<file path="src/hw/rtl/assert_macros.svh">
// ---------------------------------------------------------------------------
// assert_macros.svh
// shared concurrent assertion macros, clocked on clk and disabled in reset
// ---------------------------------------------------------------------------
`ifndef ASSERT_MACROS_SVH
`define ASSERT_MACROS_SVH

// same-cycle implication
`define ASSERT_IMPLIES(lbl, ante, cons, msg) \
  lbl: assert property (@(posedge clk) disable iff (!rst_n) (ante) |-> (cons)) \
    else $error(msg);

// next-cycle implication
`define ASSERT_NEXT(lbl, ante, cons, msg) \
  lbl: assert property (@(posedge clk) disable iff (!rst_n) (ante) |=> (cons)) \
    else $error(msg);

`endif

</file>
<file path="src/hw/rtl/sts_pkg.sv">
// ---------------------------------------------------------------------------
// sts_pkg
// types, codes and constants shared by the sum tree sampler modules
// ---------------------------------------------------------------------------
`timescale 1ns / 1ps

package sts_pkg;

  // default geometry
  localparam int DEF_LEAF_COUNT    = 1024;
  localparam int DEF_PRIORITY_BITS = 32;
  localparam int DEF_PAYLOAD_BITS  = 32;

  // transaction field widths
  localparam int OPCODE_W = 2;
  localparam int IDX_W    = 10;
  localparam int AMOUNT_W = 42;
  localparam int PAY_W    = 32;
  localparam int PRIO_W   = 32;
  localparam int TOTAL_W  = 42;
  localparam int COUNT_W  = 11;

  // configuration
  localparam int CFG_W        = 11;
  localparam int CFG_DATA_W   = 32;
  localparam int CFG_ADDR_W   = 3;
  localparam int CAP_RESET    = 1024;
  localparam logic REG_ACTIVE_CAPACITY = 1'b0;

  // q1.16 fraction
  localparam int FRAC_BITS = 16;
  localparam int FRAC_ONE  = 65536;
  localparam int FRAC_W    = FRAC_BITS + 1;

  typedef enum logic [OPCODE_W-1:0] {
    OP_INSERT = 2'd0,
    OP_UPDATE = 2'd1,
    OP_SAMPLE = 2'd2,
    OP_READ   = 2'd3
  } op_t;

  typedef struct packed {
    op_t                 opcode;
    logic [IDX_W-1:0]    leaf_index;
    logic [AMOUNT_W-1:0] amount;
    logic                use_fraction;
    logic [PAY_W-1:0]    payload_in;
  } in_item_t;

  typedef struct packed {
    logic [IDX_W-1:0]   found_index;
    logic [PAY_W-1:0]   found_payload;
    logic [PRIO_W-1:0]  found_priority;
    logic [TOTAL_W-1:0] total_mass;
    logic [COUNT_W-1:0] stored_count;
  } out_item_t;

  typedef enum logic [3:0] {
    ST_CLEAR,
    ST_IDLE,
    ST_SET,
    ST_SET_LEAF,
    ST_SET_UP,
    ST_MUL_INIT,
    ST_MUL,
    ST_DESC_INIT,
    ST_DESC,
    ST_FIN_RD,
    ST_FIN
  } state_t;

  // node pointer operations
  typedef enum logic [2:0] {
    N_HOLD,
    N_INC,
    N_ROOT,
    N_LEAF,
    N_PARENT,
    N_DESCEND
  } nop_t;

  // node write data select
  typedef enum logic [1:0] {
    W_ZERO,
    W_PRIO,
    W_SUM
  } wsel_t;

  typedef struct packed {
    logic  accept;
    nop_t  n_op;
    logic  rd_child;
    logic  node_we;
    wsel_t wr_sel;
    logic  pay_we;
    logic  pay_clr;
    logic  delta_ld;
    logic  mul_init;
    logic  mul_step;
    logic  mass_frac;
    logic  leaf_ld;
    logic  out_ld;
  } cmd_t;

  typedef struct packed {
    op_t  op;
    logic at_root;
    logic at_leaf;
    logic clear_done;
    logic mul_done;
  } stat_t;

endpackage

</file>
<file path="src/hw/rtl/sts_ctrl.sv">
// ---------------------------------------------------------------------------
// sts_ctrl
// sequencer for clear, insert/update walk-up, sample descent, read and result hand-off
// ---------------------------------------------------------------------------
`timescale 1ns / 1ps
`include "assert_macros.svh"

module sts_ctrl (
  input  logic           clk,
  input  logic           rst_n,
  input  logic           in_valid,
  output logic           in_stall,
  input  sts_pkg::op_t   in_op,
  input  logic           in_frac,
  output logic           out_valid,
  input  logic           out_stall,
  output sts_pkg::cmd_t  cmd,
  input  sts_pkg::stat_t stat
);

  sts_pkg::state_t state_r, state_nxt;
  logic            out_valid_r, out_valid_nxt;
  logic            accept;

  assign accept    = in_valid && (state_r == sts_pkg::ST_IDLE);
  assign in_stall  = (state_r != sts_pkg::ST_IDLE);
  assign out_valid = out_valid_r;

  always_ff @(posedge clk) begin
    if (!rst_n) begin
      state_r     <= sts_pkg::ST_CLEAR;
      out_valid_r <= 1'b0;
    end else begin
      state_r     <= state_nxt;
      out_valid_r <= out_valid_nxt;
    end
  end

  always_comb begin
    state_nxt    = state_r;
    cmd          = '0;
    cmd.n_op     = sts_pkg::N_HOLD;
    cmd.wr_sel   = sts_pkg::W_ZERO;
    unique case (state_r)
      sts_pkg::ST_CLEAR: begin
        cmd.node_we = 1'b1;
        cmd.pay_clr = 1'b1;
        cmd.n_op    = sts_pkg::N_INC;
        if (stat.clear_done) begin
          state_nxt = sts_pkg::ST_IDLE;
        end
      end
      sts_pkg::ST_IDLE: begin
        if (accept) begin
          cmd.accept = 1'b1;
          unique case (in_op)
            sts_pkg::OP_INSERT, sts_pkg::OP_UPDATE: state_nxt = sts_pkg::ST_SET;
            sts_pkg::OP_SAMPLE: begin
              state_nxt = in_frac ? sts_pkg::ST_MUL_INIT : sts_pkg::ST_DESC_INIT;
            end
            sts_pkg::OP_READ: state_nxt = sts_pkg::ST_FIN_RD;
            default: state_nxt = sts_pkg::ST_IDLE;
          endcase
        end
      end
      sts_pkg::ST_SET: begin
        cmd.n_op   = sts_pkg::N_LEAF;
        cmd.pay_we = (stat.op == sts_pkg::OP_INSERT);
        state_nxt  = sts_pkg::ST_SET_LEAF;
      end
      sts_pkg::ST_SET_LEAF: begin
        cmd.node_we  = 1'b1;
        cmd.wr_sel   = sts_pkg::W_PRIO;
        cmd.delta_ld = 1'b1;
        cmd.n_op     = sts_pkg::N_PARENT;
        state_nxt    = sts_pkg::ST_SET_UP;
      end
      sts_pkg::ST_SET_UP: begin
        cmd.node_we = 1'b1;
        cmd.wr_sel  = sts_pkg::W_SUM;
        if (stat.at_root) begin
          state_nxt = sts_pkg::ST_FIN_RD;
        end else begin
          cmd.n_op = sts_pkg::N_PARENT;
        end
      end
      sts_pkg::ST_MUL_INIT: begin
        cmd.mul_init = 1'b1;
        state_nxt    = sts_pkg::ST_MUL;
      end
      sts_pkg::ST_MUL: begin
        if (stat.mul_done) begin
          cmd.mass_frac = 1'b1;
          state_nxt     = sts_pkg::ST_DESC_INIT;
        end else begin
          cmd.mul_step = 1'b1;
        end
      end
      sts_pkg::ST_DESC_INIT: begin
        cmd.n_op     = sts_pkg::N_ROOT;
        cmd.rd_child = 1'b1;
        state_nxt    = sts_pkg::ST_DESC;
      end
      sts_pkg::ST_DESC: begin
        if (stat.at_leaf) begin
          state_nxt = sts_pkg::ST_FIN_RD;
        end else begin
          cmd.n_op     = sts_pkg::N_DESCEND;
          cmd.rd_child = 1'b1;
        end
      end
      sts_pkg::ST_FIN_RD: begin
        // sample already sits on its leaf node, everything else jumps there
        cmd.n_op    = (stat.op == sts_pkg::OP_SAMPLE) ? sts_pkg::N_HOLD : sts_pkg::N_LEAF;
        cmd.leaf_ld = 1'b1;
        state_nxt   = sts_pkg::ST_FIN;
      end
      sts_pkg::ST_FIN: begin
        if (!out_valid_r || !out_stall) begin
          cmd.out_ld = 1'b1;
          state_nxt  = sts_pkg::ST_IDLE;
        end
      end
      default: state_nxt = sts_pkg::ST_CLEAR;
    endcase
  end

  always_comb begin
    out_valid_nxt = out_valid_r;
    if (cmd.out_ld) begin
      out_valid_nxt = 1'b1;
    end else if (out_valid_r && !out_stall) begin
      out_valid_nxt = 1'b0;
    end
  end

  `ASSERT_IMPLIES(a_out_ld_free, cmd.out_ld, !out_valid_r || !out_stall, "result overwrote a pending transaction")
  `ASSERT_NEXT(a_out_ld_valid, cmd.out_ld, out_valid_r, "loaded result not presented")
  `ASSERT_IMPLIES(a_sample_at_leaf, (state_r == sts_pkg::ST_FIN) && (stat.op == sts_pkg::OP_SAMPLE), stat.at_leaf, "sample finished above leaf level")

endmodule

</file>
<file path="config.mk">
export PLATFORM = sky130hd
export DESIGN_NAME = sts_ctrl
export DESIGN_NICKNAME = d
export VERILOG_FILES = /design/src/hw/rtl/sts_pkg.sv /design/src/hw/rtl/sts_ctrl.sv
export VERILOG_INCLUDE_DIRS = /design/src /design/src/hw/rtl
export SDC_FILE = /design/constraint.sdc
export NUM_CORES = 1
export LEC_CHECK = 0
export BUFFER_PORTS_ARGS = -buffer_cell sky130_fd_sc_hd__clkbuf_2
export CAP_MARGIN = 5
export CORE_MARGIN = 4
export CORE_UTILIZATION = 43
export DETAILED_ROUTE_END_ITERATION = 6
export PLACE_DENSITY = 0.76
export SLEW_MARGIN = 40
export SYNTH_ARGS = -nofsm -noshare
export SYNTH_HDL_FRONTEND = slang
export SYNTH_SLANG_ARGS = --single-unit
</file>
<file path="constraint.sdc">
create_clock -name clk -period 1.9 [get_ports clk]
set_input_delay 0.38 -clock clk [delete_from_list [all_inputs] [get_ports clk]]
set_output_delay 0.38 -clock clk [all_outputs]
set_load 0.05 [all_outputs]
</file>
== Word level (Yosys, flattened, before mapping) ==
Cells that the tools add are included.
Storage, ports and cells
  flip-flop bits (word level): 5
  input port bits: 13
  word-level logic and storage cells: 65
Operators by class
  multiplexer cells: 30
  equality and inequality tests: 21
  reductions and logical operators: 12
Operators by type and width (count)
  $pmux W4 S11: 1
  $mux W4: 7
  $pmux W3 S7: 1
  $eq A4 B3 Y1 const B: 4
  $mux W1: 14
  $eq A4 B4 Y1 const B: 3
  $ne A2 B2 Y1 const B: 6
  $pmux W4 S3: 1
  $eq A4 B2 Y1 const B: 2
  $eq A2 B2 Y1 const B: 3
  $mux W2: 3
  $reduce_and A6 Y1: 1
  $eq A4 B1 Y1 const B: 1
  $logic_not A2 Y1: 2
  $logic_not A4 Y1: 1
  $ne A4 B1 Y1 const B: 1
  $pmux W2 S2: 1
  $mux W3: 1
  $reduce_or A3 Y1: 1
  $eq A2 B1 Y1 const B: 1
  $logic_and A1 B1 Y1: 2
  $logic_not A1 Y1: 2
  $pmux W1 S2: 1
  $reduce_bool A2 Y1: 1
  other kinds (2): 2

== Logic depth before layout (Yosys ltp) ==
  depth after elaboration: 5
  gate-level depth with buffers: 6
  mapped depth without buffers: 4

== Worst setup path before layout ==
Ideal clock, no wire load.
  path kind: register to output
  start: register state_r[1]
  end: output port cmd[7] (netlist name)
  cell stages (with the launch flop): 4
  data required time: 1.520 ns
  path slack: -0.777 ns
  arrival: 2.297 ns
  cells stage by stage: dfxtp_1 -> clkbuf_1 -> nand2b_1 -> nor4_1
RTL lines
  start, declared: line sts_ctrl.sv:21  | sts_pkg::state_t state_r, state_nxt;
  start signal, assigned: line sts_ctrl.sv:31  | state_r <= sts_pkg::ST_CLEAR;
  start signal, assigned: line sts_ctrl.sv:34  | state_r <= state_nxt;
  end, declared: line sts_ctrl.sv:17  | output sts_pkg::cmd_t cmd,

==> summary.txt <==
Logic synthesis
  – Largest cells by area after synthesis: dfxtp_1, nor2_1, o21ai_0, nand2b_1, nand2_1
  – Synth warn: 0
  – Post-synthesis sequential area ratio: 16.6%
  – Post-synth ARST share: 0%
  – Mapped Cells: 87
  – Synthesized area: 602 um2
  – Synth cell types: 37
  – Synth top area share: 16.6%
  – Flop and latch count out of synthesis: 5
  – Area leader, netlist: dfxtp_1
  – Post-synth EDFFs: 0
  – Syn avg cell area: 6.92 um2
  – Post-Synthesis Net Count: 100
  – Synth Flop Type: dfxtp_1

STA
  – Fin crit share: 97.9%
  – Fin. Hold Viols: 0
  – Worst-Margin Slew: 0.351 ns
  – Worst Hold Margin: 0.433 ns
  – Setup WS post-layout: 0.0401 ns
  – Clk_skew: 0.00616 ns
  – Minimum clock period: 1.86 ns
  – Maximum clock rate: 538 MHz
  – Unrepaired setup endpoints after global routing: yes
  – Final setup fails: 0
  – TNS Setup: 0 ns
  – Rel. slew slack: 76.0%
  – Max-slew violations: 0

Power
  – Power per cell area: 1500 nW/um2
  – Switching power total: 0.754 mW
  – Flop pwr share: 15.9%
  – VDD IR max: 1.02 mV
  – Tot Pwr: 1.34 mW
  – Leak pwr: 0.401 nW
  – P_int: 0.591 mW
  – Switch share: 56.1%
  – Comb pwr share: 74.7%
  – Clock Power Share: 9.4%

Clock tree
  – Post-CTS Setup Inserts: 0
  – Root buffer cell: clkbuf_4
  – Clk Latency, worst-skew pair: 0.25 ns
  – CTS Buf Count: 3
  – H-tree depth: 1
  – CTS tree: yes
  – Clock slew at reported path FFs: 0.05 ns
  – Clk buf depth: 2
  – Clk sinks: 5
  – Hold_buf cts: 0

Layout
  – Commonest non-fill, non-tap cell in the layout: clkbuf_2
  – Nets: 132
  – Layout Cell Area excl Fill: 898 um2
  – Final core occ: 68.2%
  – Area used by multi-input combinational logic: 493 um2
  – Commonest cells after routing, fill and taps aside: clkbuf_2, nor2_1, buf_4, o21ai_0, clkbuf_4
  – Area Growth Syn to Fin: 49.3%
  – Share of layout cells above drive strength 1: 48.3%
  – Cell Count, Final, Fillers Out: 133
  – Antenna diodes: 0
  – # fillers: 113
  – Reg area: 110 um2

Flow run
  – Max Cap Viol: 0

Setup path
  – Crit start category: flop
  – Kind of critical path: reg -> out
  – Critical Path Sink Type: output pin
  – Worst EP arrival: 1.48 ns
  – Max FO, Critical Path: 10
  – Worst EP required: 1.52 ns

Global routing
  – First-pass GRT wire length: 2730 um
  – Total congestion overflow: 0
  – Antenna violations before repair: 0
  – Largest net degree at the start of global routing: 20
  – GRT Total Usage: 18.3%
  – Vias in the first global route: 717

Placed design
  – HPWL Detailed: 1280 um
  – Port Buffers: 30
  – Placed inst area: 788 um2
  – GP Congestion: 0.767
  – Pre-CTS WS: 0.0496 ns
  – # placed instances: 129

Routing
  – Post-route ant nets: 0
  – Final wirelength: 1710 um
  – Initial DRC count: 4
  – Post-route DRC: 0
  – First-pass iteration count of the detailed router: 2
  – Wire length per cell: 12.8 um
  – Via density: 5.61
  – DR vias: 746

Die
  – Horiz. Die Dim: 45.4 um
  – Core Rows: 13
  – Top-Level Pins: 31
  – Core area: 1320 um2
  – Full die area: 2060 um2
  – Initial core utilization: 45.7%
  – Die Span Y: 45.4 um

Worst hold path
  – Hold crit path type: in -> reg

Run status
  – Status: completed
cell families after synthesis:
family | Yosys count | synth area share [%]
simple gates | 42 | 39.7
flops | 5 | 16.6
xor+xnor | 1 | 1.46
buf+inv | 12 | 9.56
compound gates | 25 | 29.1
mux | 2 | 3.53
area by class of cell:
type                       count  area share [%]
multi-input combinational     70            54.9
tap                           15            2.09
sequential                     5            12.3
inverter                       4            1.67
timing repair buffer          35            26.2
clock buffer                   4            2.92
registers in the layout (all words and copies together), names as in the netlist:
name / cells
state_r: 4
out_valid: 1
power groups by stage:
| stage | combinational (mW) | clock, mW | sequential (mW) |
|---|---|---|---|
| 2_1_floorplan | 0.765 | 0 | 0.153 |
| 6_report | 1.01 | 0.127 | 0.213 |
| 4_1_cts | 0.954 | 0.133 | 0.204 |
| 3_3_place_gp | 0.900 | 0 | 0.198 |
| 5_1_grt | 1.07 | 0.135 | 0.218 |
| 3_5_place_dp | 0.909 | 0 | 0.200 |
final timing paths:
| check | slack [ns] | cells past startpoint | end | from |
|---|---|---|---|---|
| min reg2reg | 0.56 | 2 | out_valid | out_valid |
| max | 0.04 | 4 | cmd[11] | state_r[1] |
| max reg2reg | 0.17 | 4 | state_r[2] | state_r[3] |
| min | 0.43 | 3 | state_r[3] | rst_n |
cell usage after synthesis, drive strengths merged (2+ instances only):
cell type / count
nor2: 14
o21ai: 8
nand2: 6
clkbuf: 5
dfxtp: 5
nand2b: 5
a21oi: 4
inv: 4
buf: 3
nor3: 3
o211ai: 3
nand4bb: 2
nor3b: 2
o22a: 2
or2: 2
routing by layer:
layer / part of all wire (%) / track usage (%) / up-vias
met2: 49 / 30.4 / 29
met4: 3.0 / 16.4 / 0
li1: - / - / 374
met3: 6.5 / 4.35 / 4
met1: 41 / 18.7 / 339
met5: 0 / 0 / -
critical path, cell delays in order, from the launching register on:
cell	delay [ns]
dfxtp_2	0.35
buf_6	0.15
or2_4	0.25
o32ai_4	0.29
buf_8	0.18
repair_timing:
| action | in CTS | in global routing |
|---|---|---|
| setup endpoints to repair | 16 | 12 |
| gates resized for setup | 13 | 21 |
| pin swaps | 0 | 1 |
Power figures use the tool's default switching activity.
